### src/hdl/rgb565_to_cielab_top_macros.svh
// ---------------------------------------------------------------------------
// rgb565_to_cielab_top_macros: assertion macros
// Concurrent checks that vanish in synthesis builds.
// ---------------------------------------------------------------------------
`ifndef RGB565_TO_CIELAB_TOP_MACROS_SVH
`define RGB565_TO_CIELAB_TOP_MACROS_SVH

`ifndef SYNTHESIS

// same-cycle implication
`define RGBLAB_CHECK_NOW(lbl, clk, rst, ante, cons, msg) \
  lbl: assert property (@(posedge clk) disable iff (rst) (ante) |-> (cons)) else $error(msg);

// next-cycle implication
`define RGBLAB_CHECK_NEXT(lbl, clk, rst, ante, cons, msg) \
  lbl: assert property (@(posedge clk) disable iff (rst) (ante) |=> (cons)) else $error(msg);

`else

`define RGBLAB_CHECK_NOW(lbl, clk, rst, ante, cons, msg)

`define RGBLAB_CHECK_NEXT(lbl, clk, rst, ante, cons, msg)

`endif

`endif

### src/hdl/rgblab_cdiv.sv
// ---------------------------------------------------------------------------
// rgblab_cdiv: pipelined divide by a constant
// Reciprocal estimate, multiply back, then up to two corrections.
// ---------------------------------------------------------------------------
module rgblab_cdiv #(
  parameter int              NW  = 33,
  parameter longint unsigned DIV = 10000,
  parameter int              QW  = 17
) (
  input  logic          clk,
  input  logic [2:0]    adv,
  input  logic [NW-1:0] num,
  output logic [QW-1:0] quo
);

  localparam int              T    = $clog2(DIV) - 1;
  localparam int              K    = NW + 1;
  localparam longint unsigned MVAL = (64'd1 << K) / DIV;
  localparam int              MW   = $clog2(MVAL + 1);
  localparam int              HW   = NW - T;
  localparam int              DW   = $clog2(DIV + 1);
  localparam int              EW   = HW + MW;
  localparam int              PW   = HW + DW;
  localparam logic [MW-1:0]   MREC = MW'(MVAL);

  logic [EW-1:0] est_full;
  logic [EW-1:0] est_shift;
  logic [HW-1:0] qe_a;
  logic [NW-1:0] num_a;
  logic [PW-1:0] back_full;
  logic [NW-1:0] back_b;
  logic [HW-1:0] qe_b;
  logic [NW-1:0] num_b;
  logic [NW-1:0] rem;
  logic          ge1;
  logic          ge2;
  logic [HW-1:0] qsum;

  // estimate from the truncated numerator, never above the true quotient
  assign est_full  = EW'(num[NW-1:T]) * EW'(MREC);
  assign est_shift = est_full >> (K - T);

  always_ff @(posedge clk) begin
    if (adv[0]) begin
      qe_a  <= est_shift[HW-1:0];
      num_a <= num;
    end
  end

  // multiply the estimate back
  assign back_full = PW'(qe_a) * PW'(DIV);

  always_ff @(posedge clk) begin
    if (adv[1]) begin
      back_b <= back_full[NW-1:0];
      qe_b   <= qe_a;
      num_b  <= num_a;
    end
  end

  // remainder is below three divisors, so two compares finish the job
  assign rem  = num_b - back_b;
  assign ge1  = rem >= NW'(DIV);
  assign ge2  = rem >= NW'(2 * DIV);
  assign qsum = qe_b + HW'(ge1) + HW'(ge2);

  always_ff @(posedge clk) begin
    if (adv[2]) begin
      quo <= QW'(qsum);
    end
  end

endmodule

### config.mk
export PLATFORM = sky130hd
export DESIGN_NAME = rgblab_cdiv
export DESIGN_NICKNAME = d
export VERILOG_FILES = /design/src/hdl/rgb565_to_cielab_top_macros.svh /design/src/hdl/rgblab_cdiv.sv
export SDC_FILE = /design/constraint.sdc
export NUM_CORES = 1
export LEC_CHECK = 0
export BUFFER_PORTS_ARGS = -buffer_cell sky130_fd_sc_hd__buf_2
export CAP_MARGIN = 20
export CORE_UTILIZATION = 55
export CTS_BUF_LIST = sky130_fd_sc_hd__clkbuf_4 sky130_fd_sc_hd__clkbuf_8
export CTS_CLUSTER_SIZE = 30
export DETAILED_ROUTE_END_ITERATION = 10
export PLACE_DENSITY = 0.74
export SYNTH_ARGS = -nofsm -noshare
export SYNTH_HDL_FRONTEND = slang
export SYNTH_SLANG_ARGS = --single-unit
### constraint.sdc
create_clock -name clk -period 7.2 [get_ports clk]
set_input_delay 0.72 -clock clk [delete_from_list [all_inputs] [get_ports clk]]
set_output_delay 0.72 -clock clk [all_outputs]
set_load 0.01 [all_outputs]
== Yosys cells after proc, flatten, opt, wreduce, memory -nomap -nowiden ==
Cells that the tools add are included.

* Register bits: 149
* Input bits: 37
* Output and inout bits: 17
* Logic and storage cells: 13

* $add $sub $neg: 3
* Multipliers: 2
* $lt $le $gt $ge: 2

{| class="wikitable"
|+ Operators with widths
! cell !! number
|-
| $mul A20 B20 Y40 const B || 1
|-
| $add A17 B1 Y17 || 2
|-
| $ge A33 B14 Y1 const B || 1
|-
| $ge A33 B15 Y1 const B || 1
|-
| $sub A33 B33 Y33 || 1
|-
| $mul A20 B10 Y29 const B || 1
|}

== Logic depth before layout (Yosys ltp) ==
Gate-level depths: netlist of run 1.

* Word-level depth: 4
* Gate-level depth with buffers: 24
* Mapped depth without buffers: 24

== Worst setup path before layout of run 1 ==
OpenSTA, ideal clock, no wires.

* Path type: input port to flip-flop
* From: in num[22]
* To: reg qe_a[19], data pin
* Setup time: 0.260 ns
* Arrival time: 6.425 ns
* Data required time: 6.940 ns
* Slack: 0.515 ns
* Cell stages on the path: 22
* Path buffers: 0
* Path through: ha_1 > fa_1 > inv_1 > fa_1 > inv_1 > fa_1 > fa_1 > fa_1 > inv_1 > fa_1 > inv_1 > ha_1 > o21ai_0 > a211o_1 > nor4_1 > nand2_1 > a21oi_1 > nor2_1 > o31ai_1 > a211o_1 > a21oi_1 > xnor2_1

* Longest elaborated chain between the ends: 1

{| class="wikitable"
|+ Ends and longest elaborated chain
! what !! line !! RTL
|-
| from (decl) || rgblab_cdiv.sv:12 || <nowiki>input logic [NW-1:0] num,</nowiki>
|-
| $mul A20 B20 Y40 || rgblab_cdiv.sv:40 || <nowiki>assign est_full = EW'(num[NW-1:T]) * EW'(MREC);</nowiki>
|-
| net est_full[40] || rgblab_cdiv.sv:26 || <nowiki>logic [EW-1:0] est_full;</nowiki>
|-
| to (signal assigned) || rgblab_cdiv.sv:45 || <nowiki>qe_a <= est_shift[HW-1:0];</nowiki>
|-
| to (decl) || rgblab_cdiv.sv:28 || <nowiki>logic [HW-1:0] qe_a;</nowiki>
|}

The timed path passes the listed nets, and every way through them passes these cells.
A chain may end at the register's enable or synchronous reset.

== Final worst setup path of run 1 ==
* From: in num[23]
* To: reg qe_a[19], data pin

Same word-level chain as after synthesis.

==> impl_metrics.json, run 1 <==
{
  "status": "completed",
  "drive_above_1_share": 0.0797,
  "antenna_cells": 0,
  "core_um2": 28900,
  "post_cts_buffers": 0,
  "hold_path_class": "reg2reg",
  "slew_headroom": 0.382,
  "grt-ovfl-total": 0,
  "portBuffers": 49,
  "grt_pass1_vias": 11200,
  "rsz0062_at_grt": "false",
  "route.detailed.drc": 0,
  "num_rows": 62,
  "synth-seq-cells": 137,
  "detail_route.wl_per_cell_um": 16.2,
  "first_iter_violations": 542,
  "drt-total-wl_um": 32800,
  "postSynthNetCount": 2065,
  "final_antenna_net_count": 0,
  "ys_warn_count": 0,
  "area_growth_pct": 7.80,
  "critPathArrivalTime_ns": 7.08,
  "hold_viol_final": 0,
  "numCtsBuffers": 17,
  "synth.distinct_cells": 72,
  "cts_tree": "yes",
  "grt_antenna_before_repair": 0,
  "clock_skew_ns": 0.0124,
  "final-max-slew-violation-count": 0,
  "h-tree-depth": 4,
  "cap_violations": 0,
  "finalSetupTns_ns": 0,
  "hold_buffers": 0,
  "gp_congestion": 0.927,
  "synth_cells": 1542,
  "setup_viol": 0,
  "viasPerCell": 5.29,
  "critPathRequiredTime_ns": 7.41,
  "fin_nets": 2153,
  "syn_area_um2": 16300,
  "vias": 10700,
  "cts.sinks": 137,
  "num_io_pins": 54,
  "clkSlewWorstSetupHoldPaths_ns": 0.09,
  "crit_type": "in2reg",
  "final_min_period_over_clock_period": 0.955,
  "synth.avg_cell_area_um2": 10.6,
  "grt_pass1_wl_um": 54500,
  "synth_edf_count": 137,
  "die_h_um": 174,
  "fin_crit_ns": 6.87,
  "clock_path_buffers": 2,
  "groute.usage.overall": 0.231,
  "die_area_um2": 30300,
  "cts-resized-gates": 0,
  "worst_slew_pin_slew_ns": 0.928,
  "dr.pass1.iters": 5,
  "setup_ws_ns": 0.328,
  "dieWidth_um": 174,
  "synthArstFlopShare": 0,
  "dpl.hpwl_um": 28100,
  "synthFlopType": "edfxtp_1",
  "crit_path_end_kind": "register",
  "start_kind": "input port",
  "max_clock_freq_ghz": 0.146,
  "grt_max_degree": 72,
  "root_buffer": "clkbuf_8",
  "pre_cts_slack_ns": -0.137,
  "ys_seq_area_frac": 0.252,
  "start_util": 0.563,
  "critPathMaxFanout": 4,
  "clk-insertion-delay-late_ns": 0.45
}
-- cell usage in the layout, fill, tap and decap left out, drive strengths merged, types with 7 or more instances in the layout --
master / count
a21o: 28
a21oi: 60
a31oi: 10
and2: 7
and3: 10
buf: 78
clkbuf: 17
edfxtp: 137
fa: 183
ha: 303
inv: 442
nand2: 45
nand2b: 10
nand3: 19
nand4: 12
nor2: 55
nor2b: 7
nor3: 15
o21a: 13
o21ai: 30
xnor2: 50
xor2: 28
-- per-layer routing --
metal / wire length (um) / part of all wire / vias to the layer above / global-route usage
met1: 14500 / 0.44 / 5244 / 0.300
met2: 16100 / 0.49 / 208 / 0.398
met5: 0 / 0 / - / 0
met4: 923 / 0.028 / 0 / 0.0789
li1: - / - / 5207 / -
met3: 1260 / 0.038 / 56 / 0.0300
-- worst max-delay path: stages --
cell	delay, ns
buf_2	0.16
ha_1	0.40
fa_1	0.56
inv_1	0.05
fa_1	0.42
fa_1	0.57
inv_1	0.06
fa_1	0.47
fa_1	0.55
inv_1	0.06
fa_1	0.50
inv_1	0.04
ha_1	0.28
o21ai_0	0.13
a211o_1	0.36
nor4_1	0.30
nand2_1	0.13
a21oi_1	0.35
nor2_1	0.14
o31ai_1	0.31
buf_4	0.18
a211o_1	0.14
a21oi_1	0.08
xnor2_1	0.12
-- per-stage QoR --
stage	hold slack, ns	instances	util	cell area [um^2]
floorplan	0.400	1542	-	16300
finish	0.414	2027	0.607	17600
global route	0.417	2027	0.607	17600
global placement	0.401	1995	0.593	17200
detailed placement	0.405	1995	0.593	17200
CTS	0.412	2027	0.607	17600
-- state kept, by name, summed over array words and instances, names as in the netlist --
| name | cells |
|---|---|
| qe_a | 20 |
| quo | 17 |
| qe_b | 17 |
| num_a | 29 |
| back_b | 25 |
| num_b | 29 |
-- cells in the mapped netlist, drive strengths merged, types with 5 or more instances --
| master | count | area (um^2) |
|---|---|---|
| o21bai | 5 | 37.5 |
| a211o | 5 | 45.0 |
| nand2 | 45 | 171 |
| ha | 303 | 3790 |
| nor2b | 7 | 43.8 |
| nor2 | 55 | 206 |
| and3 | 10 | 63.8 |
| a221oi | 5 | 67.6 |
| inv | 433 | 1630 |
| clkbuf | 5 | 32.5 |
| a211oi | 5 | 37.5 |
| a21oi | 60 | 300 |
| nor3 | 15 | 91.3 |
| fa | 183 | 3660 |
| and2 | 7 | 45.1 |
| edfxtp | 137 | 4110 |
| a31oi | 10 | 62.6 |
| o21ai | 30 | 150 |
| xor2 | 28 | 245 |
| o31ai | 5 | 47.5 |
| nand2b | 10 | 62.6 |
| a21o | 28 | 211 |
| xnor2 | 50 | 438 |
| nand3 | 19 | 95.1 |
| o21a | 13 | 97.6 |
| nand4 | 12 | 81.3 |
-- path summary, 6_finish.rpt --
kind | start | end | slack (ns) | cells after the start
min | num_a[18]$_DFFE_PP_ | num_b[18]$_DFFE_PP_ | 0.41 | 0
max | num[23] | qe_a[19]$_DFFE_PP_ | 0.33 | 24
max reg2reg | qe_a[6]$_DFFE_PP_ | back_b[32]$_DFFE_PP_ | 1.51 | 20
min reg2reg | num_a[18]$_DFFE_PP_ | num_b[18]$_DFFE_PP_ | 0.41 | 0
-- kinds of logic after synthesis --
group	share of synthesized area
adder cells (fa/ha/maj)	0.458
buffers and inverters	0.104
AND/OR/NAND/NOR	0.0634
AO/OA/AOI/OAI	0.0790
flip-flops	0.252
XOR/XNOR	0.0419
multiplexers	0.00192
-- layout make-up --
class	instances	area, um^2
tap	384	480
fill	2361	11400
multi-input combinational	963	10500
sequential	137	4110
clock inverter	15	158
timing repair buffer	78	463
inverter	433	1630
clock buffer	17	234
Power of run 1 is not shown: default switching activity piles up to over one toggle a cycle in this logic, so the estimate is an artifact.
==> inputs of run 2 (changes only) <==
PLACE_DENSITY = default   (was 0.74)
PLACE_DENSITY_LB_ADDON = 0.08   (was default)
==> impl_metrics.json, run 2 (synthesized netlist as in run 1, its figures left out) <==
{
  "grt_antenna_before_repair": 0,
  "cap_violations": 0,
  "grt_pass1_vias": 10900,
  "first_iter_violations": 428,
  "crit_path_end_kind": "register",
  "wl_met2_um": 16200,
  "setup_viol": 0,
  "die_area_um2": 30300,
  "final_min_period_over_clock_period": 0.931,
  "num_io_pins": 54,
  "cts.sinks": 137,
  "top_regs": "num_a (29), num_b (29), back_b (25)",
  "max_clock_freq_ghz": 0.149,
  "final_cell_mix": "inv_1 (433), ha_1 (303), fa_1 (183)",
  "final_common_cell": "inv_1",
  "drive_above_1_share": 0.0774,
  "vias": 10500,
  "drt-total-wl_um": 32900,
  "clkSlewWorstSetupHoldPaths_ns": 0.08,
  "numCtsBuffers": 17,
  "dieWidth_um": 174,
  "crit_type": "in2reg",
  "num_rows": 62,
  "post_cts_buffers": 0,
  "final_antenna_net_count": 0,
  "grt_max_degree": 72,
  "dr.pass1.iters": 7,
  "finalSetupTns_ns": 0,
  "regToRegSetupSlack_ns": 1.41,
  "dpl.hpwl_um": 28300,
  "critPathMaxFanout": 5,
  "detail_route.wl_per_cell_um": 16.3,
  "area_growth_pct": 7.69,
  "rsz0062_at_grt": "false",
  "start_util": 0.563,
  "gp_congestion": 0.955,
  "grt_pass1_wl_um": 54000,
  "final-max-slew-violation-count": 0,
  "cts-resized-gates": 0,
  "hold_viol_final": 0,
  "core_um2": 28900,
  "h-tree-depth": 4,
  "start_kind": "input port",
  "met1_length_um": 15300,
  "hold_buffers": 0,
  "cts_tree": "yes",
  "critPathRequiredTime_ns": 7.39,
  "fin_crit_ns": 6.70,
  "route.detailed.drc": 0,
  "clock_skew_ns": 0.0190,
  "clock_path_buffers": 2,
  "antenna_cells": 0,
  "status": "completed",
  "worst_slew_pin_slew_ns": 0.952,
  "critPathArrivalTime_ns": 6.90,
  "final_area_um2": 17500,
  "root_buffer": "clkbuf_8",
  "groute.usage.overall": 0.230,
  "wl_met3_um": 638,
  "die_h_um": 174,
  "clk-insertion-delay-late_ns": 0.44,
  "grt-ovfl-total": 0,
  "hold_path_class": "reg2reg",
  "viasPerCell": 5.19,
  "nFillCells": 2508,
  "routed.top_layer": "met4",
  "portBuffers": 49,
  "place_area_um2": 17200,
  "fin_nets": 2151,
  "slew_headroom": 0.365
}
run 2: changes by cell type in the layout (fill, tap and decap cells not counted):
cell / previous run / this run
inv_8: 4 / 0
buf_4: 29 / 27
clkinv_1: 0 / 2
clkinv_4: 1 / 3
inv_6: 5 / 3
bufinv_16: 1 / 2
clkbuf_4: 0 / 1
clkinv_2: 0 / 1
clkinvlp_4: 4 / 3
run 2: area by class of cell:
type / instances / area (um^2) / share of cell area
Timing Repair Buffer: 76 / 448 / 0.0255
Clock inverter: 14 / 148 / 0.00841
Multi-Input combinational cell: 963 / 10500 / 0.598
Clock buffer: 18 / 241 / 0.0138
Tap cell: 384 / 480 / 0.0274
Sequential cell: 137 / 4110 / 0.234
Inverter: 433 / 1630 / 0.0926
run 2: worst paths after layout:
| path | startpoint | to | cells past startpoint |
|---|---|---|---|
| setup reg to reg | qe_a[6]$_DFFE_PP_ | back_b[32]$_DFFE_PP_ | 20 |
| hold / removal | num_a[22]$_DFFE_PP_ | num_b[22]$_DFFE_PP_ | 0 |
| setup / recovery | num[23] | qe_a[19]$_DFFE_PP_ | 24 |
| hold reg to reg | num_a[22]$_DFFE_PP_ | num_b[22]$_DFFE_PP_ | 0 |
run 2: metrics by stage:
| step | hold WS, ns | setup slack, ns | std cells | utilization |
|---|---|---|---|---|
| after detailed placement | 0.405 | 0.0378 | 1993 | 0.593 |
| after global placement | 0.400 | 0.117 | 1993 | 0.593 |
| final | 0.417 | 0.495 | 2025 | 0.606 |
| after CTS | 0.413 | 0.503 | 2025 | 0.606 |
| after floorplan | 0.400 | 0.515 | 1542 | - |
| after global routing | 0.416 | 0.254 | 2025 | 0.606 |
run 2: per-layer routing:
metal / vias up / GRT usage
met1: 5119 / 0.305
met3: 46 / 0.0241
met2: 146 / 0.396
li1: 5201 / -
met4: 0 / 0.0735
met5: - / 0
run 2: critical path: stages:
cell and delay, ns:
buf_2 0.14, ha_1 0.39, fa_1 0.57, inv_1 0.06
fa_1 0.42, fa_1 0.55, inv_1 0.05, fa_1 0.46
fa_1 0.55, inv_1 0.05, fa_1 0.50, inv_1 0.04
ha_1 0.31, o21ai_0 0.28, nor2_1 0.09, a311oi_1 0.38
o31a_1 0.22, a21oi_1 0.10, nor2_1 0.20, o31ai_1 0.12
buf_4 0.15, a211o_1 0.26, a21oi_1 0.20, xnor2_1 0.08
Power of run 2 is left out for the same reason.
==> inputs of run 3 (changes only) <==
==> constraint.sdc (replaced) <==
create_clock -name clk -period 7.2 [get_ports clk]
set_input_delay 1.08 -clock clk [delete_from_list [all_inputs] [get_ports clk]]
set_output_delay 1.08 -clock clk [all_outputs]
set_load 0.01 [all_outputs]
==> impl_metrics.json, run 3 (synthesized netlist as in run 1, its figures left out) <==
{
  "final-max-slew-violation-count": 0,
  "grt_antenna_before_repair": 0,
  "dr.pass1.iters": 4,
  "drive_above_1_share": 0.103,
  "hold_buffers": 0,
  "critPathMaxFanout": 4,
  "final_common_cell": "inv_1",
  "worst_slew_pin_slew_ns": 0.963,
  "max_clock_freq_ghz": 0.144,
  "detail_route.wl_per_cell_um": 16.2,
  "ff2ff_path_depth": 20,
  "clk-insertion-delay-late_ns": 0.46,
  "cts.sinks": 137,
  "groute.usage.overall": 0.236,
  "root_buffer": "clkbuf_8",
  "status": "completed",
  "start_util": 0.563,
  "final_cell_mix": "inv_1 (433), ha_1 (303), fa_1 (183)",
  "final_min_period_over_clock_period": 0.966,
  "nFillCells": 2453,
  "fin_nets": 2195,
  "route.detailed.drc": 0,
  "clkSlewWorstSetupHoldPaths_ns": 0.09,
  "antenna_cells": 0,
  "hold_path_class": "reg2reg",
  "fin_crit_ns": 6.96,
  "crit_path_end_kind": "register",
  "top_regs": "num_a (29), num_b (29), back_b (25)",
  "drt-total-wl_um": 33500,
  "rsz0062_at_grt": "false",
  "vias": 10700,
  "critPathRequiredTime_ns": 7.42,
  "grt_pass1_vias": 11200,
  "hold_ws_ns": 0.418,
  "hold_viol_final": 0,
  "cp-startpoint": "num[23]",
  "grt_max_degree": 72,
  "clock_path_buffers": 2,
  "dpl.hpwl_um": 28900,
  "num_io_pins": 54,
  "slew_headroom": 0.358,
  "finalSetupTns_ns": 0,
  "placed_cells": 2036,
  "fin_cells": 2069,
  "viasPerCell": 5.19,
  "h-tree-depth": 4,
  "first_iter_violations": 440,
  "critPathArrivalTime_ns": 7.18,
  "core_um2": 28900,
  "crit_type": "in2reg",
  "hold_start": "num_a[27]$_DFFE_PP_",
  "setup_viol": 0,
  "start_kind": "input port",
  "portBuffers": 49,
  "cap_violations": 0,
  "final_antenna_net_count": 0,
  "die_h_um": 174,
  "multi_input_area_um2": 10500,
  "dieWidth_um": 174,
  "num_rows": 62,
  "regArea_um2": 4110,
  "die_area_um2": 30300,
  "grt_pass1_wl_um": 55300,
  "whs_path_depth": 0,
  "cts_tree": "yes",
  "gp_congestion": 0.915,
  "timing.rr.start": "qe_a[6]$_DFFE_PP_",
  "grt-ovfl-total": 0,
  "numCtsBuffers": 17,
  "area_growth_pct": 9.97,
  "clock_skew_ns": 0.0154
}
-- run 3: final timing paths --
path | to | slack [ns]
worst max-delay path | qe_a[19]$_DFFE_PP_ | 0.24
worst min-delay path | num_b[27]$_DFFE_PP_ | 0.42
worst max register to register | back_b[32]$_DFFE_PP_ | 1.45
worst min register to register | num_b[27]$_DFFE_PP_ | 0.42
-- run 3: timing repair --
| action | in CTS | in global routing |
|---|---|---|
| gates resized for setup | 0 | 2 |
| endpoints found under the setup margin | 0 | 6 |
| setup buffers | 0 | 0 |
-- run 3: stage by stage --
step | utilization | setup WS [ns] | area, um^2
after floorplan | - | 0.155 | 16300
after global placement | 0.604 | -0.231 | 17500
after detailed placement | 0.604 | -0.274 | 17500
after CTS | 0.618 | 0.221 | 17900
after global routing | 0.619 | 0.0267 | 17900
final | 0.619 | 0.244 | 17900
-- run 3: routing by layer --
metal,vias up,GRT usage,share of wire
li1,5292,-,-
met2,169,0.415,0.50
met3,41,0.0278,0.025
met4,0,0.0804,0.027
met1,5239,0.302,0.45
met5,-,0,0
-- run 3: cell type report --
class / instances / share of cell area
inverter: 433 / 0.0907
clock inverter: 14 / 0.00957
sequential: 137 / 0.230
timing repair buffer: 120 / 0.0441
tap: 384 / 0.0268
clock buffer: 18 / 0.0135
multi-input combinational: 963 / 0.586
-- run 3: critical path, cell delays in order --
cell and delay (ns):
buf_2 0.13, ha_1 0.35, fa_1 0.55, inv_1 0.05
fa_1 0.43, fa_1 0.55, inv_1 0.05, fa_1 0.46
fa_1 0.54, inv_1 0.05, fa_1 0.52, inv_1 0.05
ha_1 0.30, o21ai_1 0.21, nor2_1 0.07, a311oi_1 0.33
buf_4 0.18, o31a_1 0.19, a21oi_2 0.09, nor2_1 0.19
o31ai_1 0.11, buf_4 0.15, a211o_1 0.27, a21oi_1 0.18
xnor2_1 0.08
Power of run 3 is left out for the same reason.
